==> src/rtl/core/xoshiro256ss_uniform_range_unit_assert.svh <==
`ifndef XOSHIRO256SS_UNIFORM_RANGE_UNIT_ASSERT_SVH
`define XOSHIRO256SS_UNIFORM_RANGE_UNIT_ASSERT_SVH

// Property that must hold at every clock edge outside reset.
`define XRS_CHECK(lbl, prop, msg) \
	lbl: assert property (@(posedge clk) disable iff (!arst_n) (prop)) \
		else $error(msg);

// Property whose consequent must hold in the cycle after the antecedent.
`define XRS_CHECK_NEXT(lbl, ante, cons, msg) \
	lbl: assert property (@(posedge clk) disable iff (!arst_n) (ante) |=> (cons)) \
		else $error(msg);

`endif

==> src/rtl/core/xrs_pkg.sv <==
package xrs_pkg;

	localparam int unsigned XRS_MID_DEPTH = 4;
	localparam int unsigned XRS_OUT_DEPTH = 16;

	localparam int unsigned CFG_INDEX_W = 8;
	localparam int unsigned SEED_COUNT  = 4;

	localparam logic [CFG_INDEX_W-1:0] REG_SEED_WORD0 = CFG_INDEX_W'(0);
	localparam logic [CFG_INDEX_W-1:0] REG_SEED_WORD3 = CFG_INDEX_W'(3);

	localparam logic [63:0] SEED0_RESET = 64'd1;
	localparam logic [63:0] SEEDN_RESET = 64'd0;

	localparam logic [30:0] MAG_MAX = 31'h7FFF_FFFF;

	typedef struct packed {
		logic [63:0]        word1;
		logic signed [31:0] lower;
		logic signed [31:0] upper;
	} mid_entry_t;

	typedef struct packed {
		logic signed [31:0] ranged;
		logic [63:0]        raw;
	} result_t;

	function automatic logic [63:0] rotl64(input logic [63:0] v, input int unsigned r);
		return (v << r) | (v >> (64 - r));
	endfunction

endpackage

==> src/rtl/core/xrs_fifo.sv <==
module xrs_fifo
	import xrs_pkg::*;
#(
	parameter int unsigned WIDTH = 8,
	parameter int unsigned DEPTH = 4
) (
	input  logic             clk,
	input  logic             arst_n,
	input  logic             push,
	input  logic [WIDTH-1:0] wdata,
	output logic             full,
	input  logic             pop,
	output logic [WIDTH-1:0] rdata,
	output logic             empty
);

	localparam int unsigned PTR_W = (DEPTH > 1) ? $clog2(DEPTH) : 1;
	localparam int unsigned CNT_W = $clog2(DEPTH + 1);

	logic [WIDTH-1:0] mem_q [DEPTH];
	logic [PTR_W-1:0] wr_ptr_q;
	logic [PTR_W-1:0] rd_ptr_q;
	logic [CNT_W-1:0] count_q;
	logic             do_push;
	logic             do_pop;

	assign full    = (count_q == CNT_W'(DEPTH));
	assign empty   = (count_q == '0);
	assign do_push = push && !full;
	assign do_pop  = pop && !empty;
	assign rdata   = mem_q[rd_ptr_q];

	always_ff @(posedge clk or negedge arst_n) begin
		if (!arst_n) begin
			wr_ptr_q <= '0;
			rd_ptr_q <= '0;
			count_q  <= '0;
		end else begin
			if (do_push) begin
				wr_ptr_q <= (wr_ptr_q == PTR_W'(DEPTH - 1)) ? '0 : wr_ptr_q + PTR_W'(1);
			end
			if (do_pop) begin
				rd_ptr_q <= (rd_ptr_q == PTR_W'(DEPTH - 1)) ? '0 : rd_ptr_q + PTR_W'(1);
			end
			if (do_push && !do_pop) begin
				count_q <= count_q + CNT_W'(1);
			end else if (do_pop && !do_push) begin
				count_q <= count_q - CNT_W'(1);
			end
		end
	end

	always_ff @(posedge clk) begin
		if (do_push) begin
			mem_q[wr_ptr_q] <= wdata;
		end
	end

endmodule

==> config.mk <==
export PLATFORM = sky130hd
export DESIGN_NAME = xrs_fifo
export DESIGN_NICKNAME = d
export VERILOG_FILES = /design/src/rtl/core/xoshiro256ss_uniform_range_unit_assert.svh /design/src/rtl/core/xrs_pkg.sv /design/src/rtl/core/xrs_fifo.sv
export SDC_FILE = /design/constraint.sdc
export NUM_CORES = 1
export LEC_CHECK = 0
export BUFFER_PORTS_ARGS = -buffer_cell sky130_fd_sc_hd__buf_4
export CORE_ASPECT_RATIO = 0.9
export CORE_MARGIN = 5
export CORE_UTILIZATION = 55
export CTS_CLUSTER_DIAMETER = 50
export CTS_CLUSTER_SIZE = 28
export DETAILED_ROUTE_END_ITERATION = 10
export GPL_TIMING_DRIVEN = 0
export PLACE_DENSITY_LB_ADDON = 0.15
export REMOVE_ABC_BUFFERS = 1
export SLEW_MARGIN = 25
export SYNTH_ARGS = -nofsm -noshare
export SYNTH_HDL_FRONTEND = slang
export SYNTH_SLANG_ARGS = --single-unit
==> constraint.sdc <==
create_clock -name clk -period 2.33 [get_ports clk]
set_clock_uncertainty 0.15 [all_clocks]
set_input_delay 0.1165 -clock clk [delete_from_list [all_inputs] [get_ports clk]]
set_output_delay 0.1165 -clock clk [all_outputs]
set_load 0.05 [all_outputs]
==> run_results.csv <==
group,metric,value,unit
synthesis,synth-seq-area-share,70.2,%
cells_and_area,final.fill_count,198,
grt,grt_max_degree,12,
sta,slew_headroom,47.2,%
sta,rsz0062_at_grt,"no",
floorplan,die_w,67.2,um
cells_and_area,insertedDiodeCount,0,
placed_design,post-dp-hpwl,1700,um
setup_path,cp_data_required_time,2.44,ns
clocking,clockBufferDepth,2,
synthesis,avgSynthCellArea,20.5,sq um
synthesis,syn_area,1620,sq um
clocking,cts_buffers,5,
sta,finalMaxSlewViolations,0,
sta,setup_ws,0.177,ns
route,routed_via_density,5.08,
worst_hold_path,whs_path_depth,3,
sta,worstMarginPinSlew,0.790,ns
power,p_leak,0.756,nW
sta,post-route-period-util,92.4,%
floorplan,die_h,61.5,um
power,power.density,1300,nW/um^2
power,ir_drop,0.816,mV
outcome,status,"finished, final reports clean",
route,route.met3.wl,109,um
setup_path,crit_path_end_kind,"flip-flop",
setup_path,setup.worst_path.start_class,"flip-flop",
floorplan,start_util,57.9,%
synthesis,ys_ff_latch,39,
setup_path,r2r_slack,0.18,ns
cells_and_area,syn2layout_area_growth,22.5,%
setup_path,crit_type,"reg -> reg",
synthesis,synthCells,79,
sta,fin_crit,2.15,ns
clocking,h-tree-depth,2,
sta,finalSetupViolations,0,
route,highest_layer,"met4",
grt,antenna_found_initial,0,
setup_path,r2r_start,"count_q[0]$_DFFE_PN0P_",
setup_path,reg2reg_depth,8,
worst_hold_path,min_from,"push",
worst_hold_path,min_path_type,"in -> reg",
cells_and_area,layout-drive-gt1-share,37.6,%
route,postRouteWirelength,2570,um
floorplan,rows,18,
clocking,clock_latency,0.33,ns
route,drt_drc_violations_left,0,
route,firstDrtPassIters,3,
clocking,clk_pin_slew,0.12,ns
setup_path,cpMostUsedCell,"xor2_1",
worst_hold_path,min_to,"wr_ptr_q[0]$_DFFE_PN0P_",
cells_and_area,nets,135,
sta,hold_slack,0.101,ns
route,drtAntennaViolNets,0,
grt,grt_use_total,14.8,%
route,route.vias.total,797,
setup_path,crit_chain,"nor3_2 > nand2b_4 > ha_1 > inv_1 > fa_1 > xor2_1 > nor2_1 > xor2_1",
placed_design,gp_congestion,0.783,
grt,gr-total-overflow,0,
floorplan,ios,22,
route,met2_length,1290,um
setup_path,slowest_delay,0.48,ns
route,wl_met1,1150,um
route,detail_route.iter0.violations,45,
clocking,cts_tree,"built",
floorplan,dieArea,4130,sq um
setup_path,critical_path.max_fanout,4,
setup_path,r2r-end,"count_q[2]$_DFFE_PN0P_",
grt,grt_pass1_wl,4270,um
setup_path,worst_path_max_delay_cell,"dfrtp_1",
clocking,cts_setup_buffers,0,
placed_design,port_buffers,21,
synthesis,ys_types,19,
placed_design,dp_slack,0.126,ns
floorplan,coreArea,2790,sq um
setup_path,crit_arrival,2.27,ns
route,wl_per_cell,16.4,um
sta,max_freq,464,MHz
run,maxCapViolCount,0,
sta,hold_violations,0,
clocking,clockRootBuffer,"clkbuf_4",
clocking,cts.sink_count,39,
synthesis,yosys_warnings,0,
grt,grt_pass1_vias,845,
-- worst max-delay path by stage --
stage,start,endpoint,slack [ns],cells past startpoint
2_1_floorplan,count_q[0]$_DFFE_PN0P_,count_q[2]$_DFFE_PN0P_,-0.83,8
3_3_place_gp,count_q[0]$_DFFE_PN0P_,count_q[2]$_DFFE_PN0P_,0.15,8
3_5_place_dp,count_q[1]$_DFFE_PN0P_,count_q[2]$_DFFE_PN0P_,0.13,8
4_1_cts,count_q[0]$_DFFE_PN0P_,count_q[2]$_DFFE_PN0P_,0.06,8
5_1_grt,count_q[0]$_DFFE_PN0P_,count_q[2]$_DFFE_PN0P_,0.02,8
6_report,count_q[0]$_DFFE_PN0P_,count_q[2]$_DFFE_PN0P_,0.18,8
-- placed cells by master (no fill, tap or decap) --
cell type and n:
edfxtp_1 32, buf_4 21, dlygate4sd3_1 11, mux4_2 8, ha_1 6, dfrtp_1 6
clkbuf_4 5, nor2_1 4, mux2_4 4, inv_1 3, and2_1 3, xor2_1 2
clkinv_1 2, nor3b_4 1, nor2b_4 1, nor3_2 1, nand2b_4 1, nand2_1 1
mux2_2 1, xnor2_1 1, fa_1 1, clkbuf_1 1, dfrtp_2 1
-- layer usage --
layer / track usage, % / vias to the layer above
met4: 4.34 / 0
met3: 4.93 / 2
met1: 19.3 / 401
met2: 24.1 / 15
li1: - / 379
met5: 0 / -
-- cell usage after synthesis --
cell type | instances | area (sq um)
mux2_4 | 4 | 60.1
inv_1 | 3 | 11.3
and2_1 | 3 | 18.8
nand2b_4 | 1 | 13.8
ha_1 | 6 | 75.1
dfrtp_1 | 7 | 175
edfxtp_1 | 32 | 961
xnor2_1 | 1 | 8.76
fa_1 | 1 | 20.0
nor2b_4 | 1 | 13.8
xor2_1 | 2 | 17.5
clkbuf_1 | 1 | 3.75
nor3_1 | 1 | 5.00
nor2_1 | 4 | 15.0
buf_2 | 1 | 5.00
nor3b_4 | 1 | 18.8
mux4_2 | 8 | 180
nand2_1 | 1 | 3.75
mux2_2 | 1 | 11.3
-- state kept, by name (all words and copies together) (netlist names) --
name	flops
count_q	3
mem_q	32
rd_ptr_q	2
wr_ptr_q	2
-- area by class of cell --
class / instances / area (sq um) / area share (%)
clock buffer: 6 / 41.3 / 2.08
clock inverter: 2 / 7.51 / 0.379
inverter: 3 / 11.3 / 0.568
multi-input combinational: 35 / 467 / 23.5
sequential: 39 / 1140 / 57.4
tap: 40 / 50.0 / 2.53
timing repair buffer: 32 / 268 / 13.5
-- critical path: cells and delay by family (launching register included) --
family	cells	cell delay, ns
AND/OR/NAND/NOR	3	0.54
XOR/XNOR	2	0.31
buffers and inverters	1	0.06
flip-flops	1	0.48
adder cells (fa/ha/maj)	2	0.55
-- cell families after synthesis --
kind of cell / Yosys count / share of synthesized area (%)
xor gates and xnor gates: 3 / 1.62
buffers and inverters: 5 / 1.24
muxes: 13 / 15.5
adders and majority gates: 7 / 5.88
DFF: 39 / 70.2
and+or+nand+nor: 12 / 5.49
-- power breakdown --
part | total (mW) | internal (mW) | switching, mW
clock | 0.314 | 0.112 | 0.202
combinational | 1.15 | 0.500 | 0.647
sequential | 1.12 | 0.945 | 0.176
-- per-stage QoR --
step / std cells / total power [mW] / utilization (%) / TNS [ns] / area [sq um]
2_1_floorplan: 77 / 1.97 / - / -2.30 / 1610
3_3_place_gp: 138 / 2.25 / 65.1 / 0 / 1820
3_5_place_dp: 138 / 2.28 / 65.1 / 0 / 1820
4_1_cts: 157 / 2.60 / 70.7 / 0 / 1980
5_1_grt: 157 / 2.74 / 71.0 / 0 / 1980
6_report: 157 / 2.58 / 71.0 / 0 / 1980
-- repair_timing --
action,in CTS,in global routing
hold buffers,11,0
setup endpoints to repair,0,2
endpoints found under the hold margin,41,0
resized for setup,0,2
(Power assumes the default switching activity.)
