--- src/rtl/core/xoshiro256ss_uniform_range_unit_assert.svh ---
`ifndef XOSHIRO256SS_UNIFORM_RANGE_UNIT_ASSERT_SVH
`define XOSHIRO256SS_UNIFORM_RANGE_UNIT_ASSERT_SVH

// Property that must hold at every clock edge outside reset.
`define XRS_CHECK(lbl, prop, msg) \
	lbl: assert property (@(posedge clk) disable iff (!arst_n) (prop)) \
		else $error(msg);

// Property whose consequent must hold in the cycle after the antecedent.
`define XRS_CHECK_NEXT(lbl, ante, cons, msg) \
	lbl: assert property (@(posedge clk) disable iff (!arst_n) (ante) |=> (cons)) \
		else $error(msg);

`endif

--- src/rtl/core/xrs_pkg.sv ---
package xrs_pkg;

	localparam int unsigned XRS_MID_DEPTH = 4;
	localparam int unsigned XRS_OUT_DEPTH = 16;

	localparam int unsigned CFG_INDEX_W = 8;
	localparam int unsigned SEED_COUNT  = 4;

	localparam logic [CFG_INDEX_W-1:0] REG_SEED_WORD0 = CFG_INDEX_W'(0);
	localparam logic [CFG_INDEX_W-1:0] REG_SEED_WORD3 = CFG_INDEX_W'(3);

	localparam logic [63:0] SEED0_RESET = 64'd1;
	localparam logic [63:0] SEEDN_RESET = 64'd0;

	localparam logic [30:0] MAG_MAX = 31'h7FFF_FFFF;

	typedef struct packed {
		logic [63:0]        word1;
		logic signed [31:0] lower;
		logic signed [31:0] upper;
	} mid_entry_t;

	typedef struct packed {
		logic signed [31:0] ranged;
		logic [63:0]        raw;
	} result_t;

	function automatic logic [63:0] rotl64(input logic [63:0] v, input int unsigned r);
		return (v << r) | (v >> (64 - r));
	endfunction

endpackage

--- src/rtl/core/xrs_back.sv ---
`include "xoshiro256ss_uniform_range_unit_assert.svh"

module xrs_back
	import xrs_pkg::*;
#(
	parameter int unsigned OUT_DEPTH = XRS_OUT_DEPTH
) (
	input  logic       clk,
	input  logic       arst_n,
	input  mid_entry_t mid_head,
	input  logic       mid_empty,
	output logic       mid_pop,
	input  logic       out_full,
	output logic       out_push,
	output result_t    out_data,
	input  logic       out_pop_done
);

	localparam int unsigned CRED_W = $clog2(OUT_DEPTH + 1);

	logic [CRED_W-1:0] slots_q;
	logic              issue;

	logic valid_s1, valid_s2, valid_s3, valid_s4, valid_s5, valid_s6, valid_s7;
	logic [6:0] valid_vec;

	logic [63:0] w5;
	logic [33:0] spread;

	logic [63:0] w5r_s1;
	logic [31:0] lo_s1, hi_s1;
	logic        neg_s1;
	logic [32:0] abs_s1;

	logic [63:0] raw_s2;
	logic [31:0] lo_s2, hi_s2;
	logic        neg_s2;
	logic [32:0] abs_s2;

	logic [31:0] top;
	logic [31:0] top_neg;
	logic [30:0] mag;

	logic [63:0] raw_s3;
	logic [31:0] lo_s3, hi_s3;
	logic        neg_s3;
	logic [32:0] abs_s3;
	logic [30:0] mag_s3;
	logic        full_s3;

	logic [63:0] raw_s4;
	logic [31:0] lo_s4, hi_s4;
	logic        neg_s4, full_s4;
	logic [63:0] prod_s4;

	logic [63:0] raw_s5;
	logic [31:0] lo_s5, hi_s5;
	logic        neg_s5, full_s5;
	logic [32:0] r0_s5;
	logic [31:0] qa_s5;

	logic [1:0]  a1;
	logic [31:0] r1;

	logic [63:0] raw_s6;
	logic [31:0] lo_s6, hi_s6;
	logic        neg_s6, full_s6;
	logic [31:0] q_s6;
	logic        ge_s6, nz_s6;

	logic [31:0] qf;
	logic [31:0] res;

	result_t     res_s7;

	// Items are issued only against free output-queue slots, so the pipeline
	// never has to stall.
	assign issue    = !mid_empty && (slots_q < CRED_W'(OUT_DEPTH));
	assign mid_pop  = issue;
	assign out_push = valid_s7;
	assign out_data = res_s7;
	assign valid_vec = {valid_s1, valid_s2, valid_s3, valid_s4, valid_s5, valid_s6, valid_s7};

	always_ff @(posedge clk or negedge arst_n) begin
		if (!arst_n) begin
			slots_q  <= '0;
			valid_s1 <= 1'b0;
			valid_s2 <= 1'b0;
			valid_s3 <= 1'b0;
			valid_s4 <= 1'b0;
			valid_s5 <= 1'b0;
			valid_s6 <= 1'b0;
			valid_s7 <= 1'b0;
		end else begin
			if (issue && !out_pop_done) begin
				slots_q <= slots_q + CRED_W'(1);
			end else if (out_pop_done && !issue) begin
				slots_q <= slots_q - CRED_W'(1);
			end
			valid_s1 <= issue;
			valid_s2 <= valid_s1;
			valid_s3 <= valid_s2;
			valid_s4 <= valid_s3;
			valid_s5 <= valid_s4;
			valid_s6 <= valid_s5;
			valid_s7 <= valid_s6;
		end
	end

	always_comb begin
		w5     = mid_head.word1 + {mid_head.word1[61:0], 2'b00};
		spread = {{2{mid_head.upper[31]}}, mid_head.upper}
			- {{2{mid_head.lower[31]}}, mid_head.lower} + 34'd1;
	end

	always_comb begin
		top     = raw_s2[63:32];
		top_neg = ~top + 32'd1;
		if (!top[31]) begin
			mag = top[30:0];
		end else if (top == 32'h8000_0000) begin
			mag = MAG_MAX;
		end else begin
			mag = top_neg[30:0];
		end
	end

	always_comb begin
		a1 = r0_s5[32:31];
		r1 = {30'd0, a1} + {1'b0, r0_s5[30:0]};
	end

	// Negative products round toward minus infinity: one more step down
	// whenever the division leaves a remainder.
	always_comb begin
		qf = q_s6 + {31'd0, ge_s6} + {31'd0, neg_s6 & nz_s6};
		if (full_s6) begin
			res = hi_s6;
		end else if (neg_s6) begin
			res = lo_s6 - qf;
		end else begin
			res = lo_s6 + qf;
		end
	end

	always_ff @(posedge clk) begin
		w5r_s1 <= rotl64(w5, 7);
		lo_s1  <= mid_head.lower;
		hi_s1  <= mid_head.upper;
		neg_s1 <= spread[33];
		abs_s1 <= spread[33] ? 33'(~spread + 34'd1) : spread[32:0];

		raw_s2 <= w5r_s1 + {w5r_s1[60:0], 3'b000};
		lo_s2  <= lo_s1;
		hi_s2  <= hi_s1;
		neg_s2 <= neg_s1;
		abs_s2 <= abs_s1;

		raw_s3  <= raw_s2;
		lo_s3   <= lo_s2;
		hi_s3   <= hi_s2;
		neg_s3  <= neg_s2;
		abs_s3  <= abs_s2;
		mag_s3  <= mag;
		full_s3 <= (mag == MAG_MAX);

		raw_s4  <= raw_s3;
		lo_s4   <= lo_s3;
		hi_s4   <= hi_s3;
		neg_s4  <= neg_s3;
		full_s4 <= full_s3;
		prod_s4 <= {33'd0, mag_s3} * {31'd0, abs_s3};

		// Division by 2^31-1: the high part is a first quotient and folds back
		// into the remainder, which then needs one more fold and one compare.
		raw_s5  <= raw_s4;
		lo_s5   <= lo_s4;
		hi_s5   <= hi_s4;
		neg_s5  <= neg_s4;
		full_s5 <= full_s4;
		r0_s5   <= prod_s4[63:31] + {2'b00, prod_s4[30:0]};
		qa_s5   <= prod_s4[62:31];

		raw_s6  <= raw_s5;
		lo_s6   <= lo_s5;
		hi_s6   <= hi_s5;
		neg_s6  <= neg_s5;
		full_s6 <= full_s5;
		q_s6    <= qa_s5 + {30'd0, a1};
		ge_s6   <= (r1 >= {1'b0, MAG_MAX});
		nz_s6   <= (r1 != 32'd0) && (r1 != {1'b0, MAG_MAX});

		res_s7.ranged <= res;
		res_s7.raw    <= raw_s6;
	end

	`XRS_CHECK(a_slots_bound, slots_q <= CRED_W'(OUT_DEPTH), "output credit above queue depth")
	`XRS_CHECK(a_no_overflow, !out_push || !out_full, "result written into a full output queue")
	`XRS_CHECK(a_inflight_covered, $countones(valid_vec) <= slots_q, "in-flight items exceed credit")
	`XRS_CHECK_NEXT(a_no_issue_when_full, slots_q == CRED_W'(OUT_DEPTH), !valid_s1,
		"item issued without a free output slot")

endmodule

--- config.mk ---
export PLATFORM = sky130hd
export DESIGN_NAME = xrs_back
export DESIGN_NICKNAME = d
export VERILOG_FILES = /design/src/rtl/core/xrs_pkg.sv /design/src/rtl/core/xrs_back.sv
export VERILOG_INCLUDE_DIRS = /design/src /design/src/rtl/core
export SDC_FILE = /design/constraint.sdc
export NUM_CORES = 2
export LEC_CHECK = 0
export BUFFER_PORTS_ARGS = -buffer_cell sky130_fd_sc_hd__buf_2
export CAP_MARGIN = 20
export CORE_MARGIN = 5
export CORE_UTILIZATION = 57
export DETAILED_ROUTE_END_ITERATION = 16
export MAX_ROUTING_LAYER = met4
export PLACE_DENSITY = 0.81
export SKIP_LAST_GASP = 1
export SYNTH_ARGS = -nofsm -noshare
export SYNTH_HDL_FRONTEND = slang
export SYNTH_SLANG_ARGS = --single-unit
--- constraint.sdc ---
create_clock -name clk -period 7.45 [get_ports clk]
set_input_delay 0.3725 -clock clk [delete_from_list [all_inputs] [get_ports clk]]
set_output_delay 0.3725 -clock clk [all_outputs]
set_load 0.02 [all_outputs]
==> results.yml <==
cells_and_area:
  area_delta_synth_final_pct: 14.8
  layout-drive-gt1-share: 0.120
  fin_nets: 9335
synth:
  syn-instance-count: 7278
  postSynth.asyncResetShare: 0.0102
  synth.net_count: 8831
  synth_area_um2: 73100
  yosysWarningCount: 0
  ys_seq_area_frac: 0.324
  synth_top_area_share: 0.319
  yosys.area.top_type: "dfxtp_1"
  syn_avg_cell_area_um2: 10.0
  ys.flop_type: "dfxtp_1"
  synth_edf_count: 0
  ys_top_cells_by_area: "dfxtp_1, fa_1, ha_1"
  synth-seq-cells: 1179
  synth.distinct_cells: 103
timing:
  min_period_ns: 7.60
  slew_viol_final: 0
  setup_tns_ns: -0.556
  relSlewSlack: 0.354
  rsz0062_at_grt: "true"
  timing.final.crit_share: 1.02
  tightest_slew_ns: 0.966
  final-setup-viol-count: 6
  skew_ns: 0.0582
  clock.fmax_mhz: 132
  fin_ws_ns: -0.145
  final_hold_viol_count: 0
worst_setup_path:
  cpMostUsedCell: "fa_1"
  cp-end-kind: "flip-flop"
  crit_type: "reg2reg"
  critical_path_arrival_ns: 8.22
  path_delay_family: "adder cells"
  critPathSlowestCell: "fa_1"
  cp_max_fo: 5
  worst-path-buf-inv: 7
  slowest_delay_ns: 0.60
  critPathLaunchType: "flip-flop"
  critPathRequiredTime_ns: 8.08
clocking:
  htreeDepth: 3
  clock_path_buffers: 3
  clkSinkCount: 1179
  clockRootBuffer: "clkbuf_16"
  cts_tree: "built"
  cts_buffers: 109
  clock_latency_ns: 0.74
  path_clk_slew_ns: 0.07
grt:
  antenna_found_initial: 12
  grt_pass1_vias: 56300
  grt_pass1_wl_mm: 299
  grt_usage: 0.284
  overflow: 0
  grt_max_degree: 61
outcome:
  violations: "negative setup slack"
  status: "finished with violations"
floorplan:
  io_pins: 231
  die_w_um: 368
  rows: 131
  core_um2: 128000
  die_h_um: 368
  die-area_um2: 136000
  initial_utilization: 0.573
route:
  wl_per_cell_um: 19.9
  vias: 53200
  viasPerCell: 5.57
  drt-initial-drc-count: 3869
  dr.pass1.iters: 6
  drtAntennaViolNets: 0
  drt_wl_total_mm: 190
  drc: 0
placed_design:
  place_congestion: 0.963
  port_buffers: 229
  post-dp-hpwl_mm: 144
  dp_worst_setup_slack_ns: -0.321
flow_run:
  drv_cap: 0
worst_hold_path:
  hold_path.class: "in2async"
-- cell type report --
| class | instances | area, um2 |
|---|---|---|
| Timing Repair Buffer | 662 | 5390 |
| Antenna cell | 7 | 17.5 |
| Sequential cell | 1179 | 23700 |
| Tap cell | 1662 | 2080 |
| Multi-Input combinational cell | 4864 | 45200 |
| Inverter | 966 | 3630 |
| Clock buffer | 141 | 3060 |
| Clock inverter | 64 | 852 |
| Fill cell | 9412 | 43600 |
-- routing by layer --
layer,wire [um],global-route usage,share of wire
met3,13000,0.0459,0.068
met2,92600,0.476,0.49
met1,73500,0.339,0.39
met5,0,-,0
met4,10600,0.131,0.056
-- synthesized netlist by cell type (14+ instances only) --
| library cell | n |
|---|---|
| a211oi_1 | 33 |
| a21o_1 | 160 |
| a21oi_1 | 290 |
| a31oi_1 | 50 |
| and2_1 | 475 |
| and3_1 | 59 |
| clkbuf_1 | 257 |
| dfxtp_1 | 1167 |
| fa_1 | 904 |
| ha_1 | 516 |
| inv_1 | 965 |
| nand2_1 | 841 |
| nand2b_1 | 39 |
| nand3_1 | 97 |
| nand4_1 | 61 |
| nor2_1 | 220 |
| nor2b_1 | 28 |
| nor3_1 | 58 |
| nor4_1 | 18 |
| o211ai_1 | 19 |
| o21a_1 | 41 |
| o21ai_0 | 196 |
| o21bai_1 | 39 |
| o31ai_1 | 36 |
| or3_1 | 22 |
| or4_1 | 14 |
| xnor2_1 | 256 |
| xor2_1 | 153 |
-- flip-flops by register name, indices dropped and copies added, names as in the netlist, 33 cells and up --
register,cells
raw_s4,64
raw_s6,64
raw_s3,64
prod_s4,64
r0_s5,33
w5r_s1,64
abs_s2,33
out_data,96
raw_s2,64
abs_s1,33
raw_s5,64
abs_s3,33
-- metrics by stage --
stage | hold WS, ns | util | instance area (um2) | cells
2_1_floorplan | 0.0769 | - | 73100 | 7278
3_3_place_gp | 0.265 | 0.614 | 78300 | 9225
3_5_place_dp | 0.267 | 0.614 | 78300 | 9225
4_1_cts | 0.000376 | 0.651 | 83100 | 9504
5_1_grt | 0.0459 | 0.658 | 83900 | 9545
6_report | 0.0591 | 0.658 | 83900 | 9545
-- final timing paths --
kind,from,end,slack [ns],cells after the start
setup / recovery,abs_s3[12]$_DFF_P_,prod_s4[60]$_DFF_P_,-0.15,28
hold reg to reg,abs_s1[15]$_DFF_P_,abs_s2[15]$_DFF_P_,0.28,0
setup reg to reg,abs_s3[12]$_DFF_P_,prod_s4[60]$_DFF_P_,-0.15,28
min in group clk,mid_head[67],w5r_s1[10]$_DFF_P_,0.06,4
hold / removal,arst_n,slots_q[4]$_DFFE_PN0P_,0.06,2
max in group asynchronous,arst_n,valid_s6$_DFF_PN0_,7.16,2
-- logic make-up after synthesis --
group | count (synthesis) | share of synthesized area
mux | 12 | 0.00173
flops | 1179 | 0.324
buf+inv | 1235 | 0.0638
fa+ha+maj | 1420 | 0.336
compound gates | 1019 | 0.0906
simple gates | 2003 | 0.135
xor+xnor | 410 | 0.0493
-- timing repair --
item | in CTS | in global routing
gates cloned | 0 | 6
endpoints found under the hold margin | 83 | 0
hold buffers | 74 | 0
pin swaps | 2 | 74
resized for setup | 31 | 130
setup endpoints to repair | 19 | 20
setup buffers | 0 | 28
-- cells in the final DEF, fill, tap and decap left out, types with 20 or more instances in the layout --
cell type and n:
a211oi_1 31, o21ai_0 188, dfxtp_2 20, xor2_1 153, a31oi_1 49, nor2_1 217
nor2b_1 28, and2_1 467, o21bai_1 37, clkbuf_16 115, nor3_1 55, clkinv_2 25
o21a_1 40, nand4_1 61, buf_4 286, dfxtp_1 1131, a21oi_1 282, nand3_1 95
and3_1 59, nand2b_1 39, xnor2_1 255, or3_1 22, o31ai_1 35, nand2_1 839
inv_1 959, buf_2 229, buf_12 51, dlygate4sd3_1 74, ha_1 509, fa_1 891
a21o_1 160
Power is left out: the tool's default activity adds up to more than one toggle a clock period on the data nets, which glitch-free logic cannot reach.
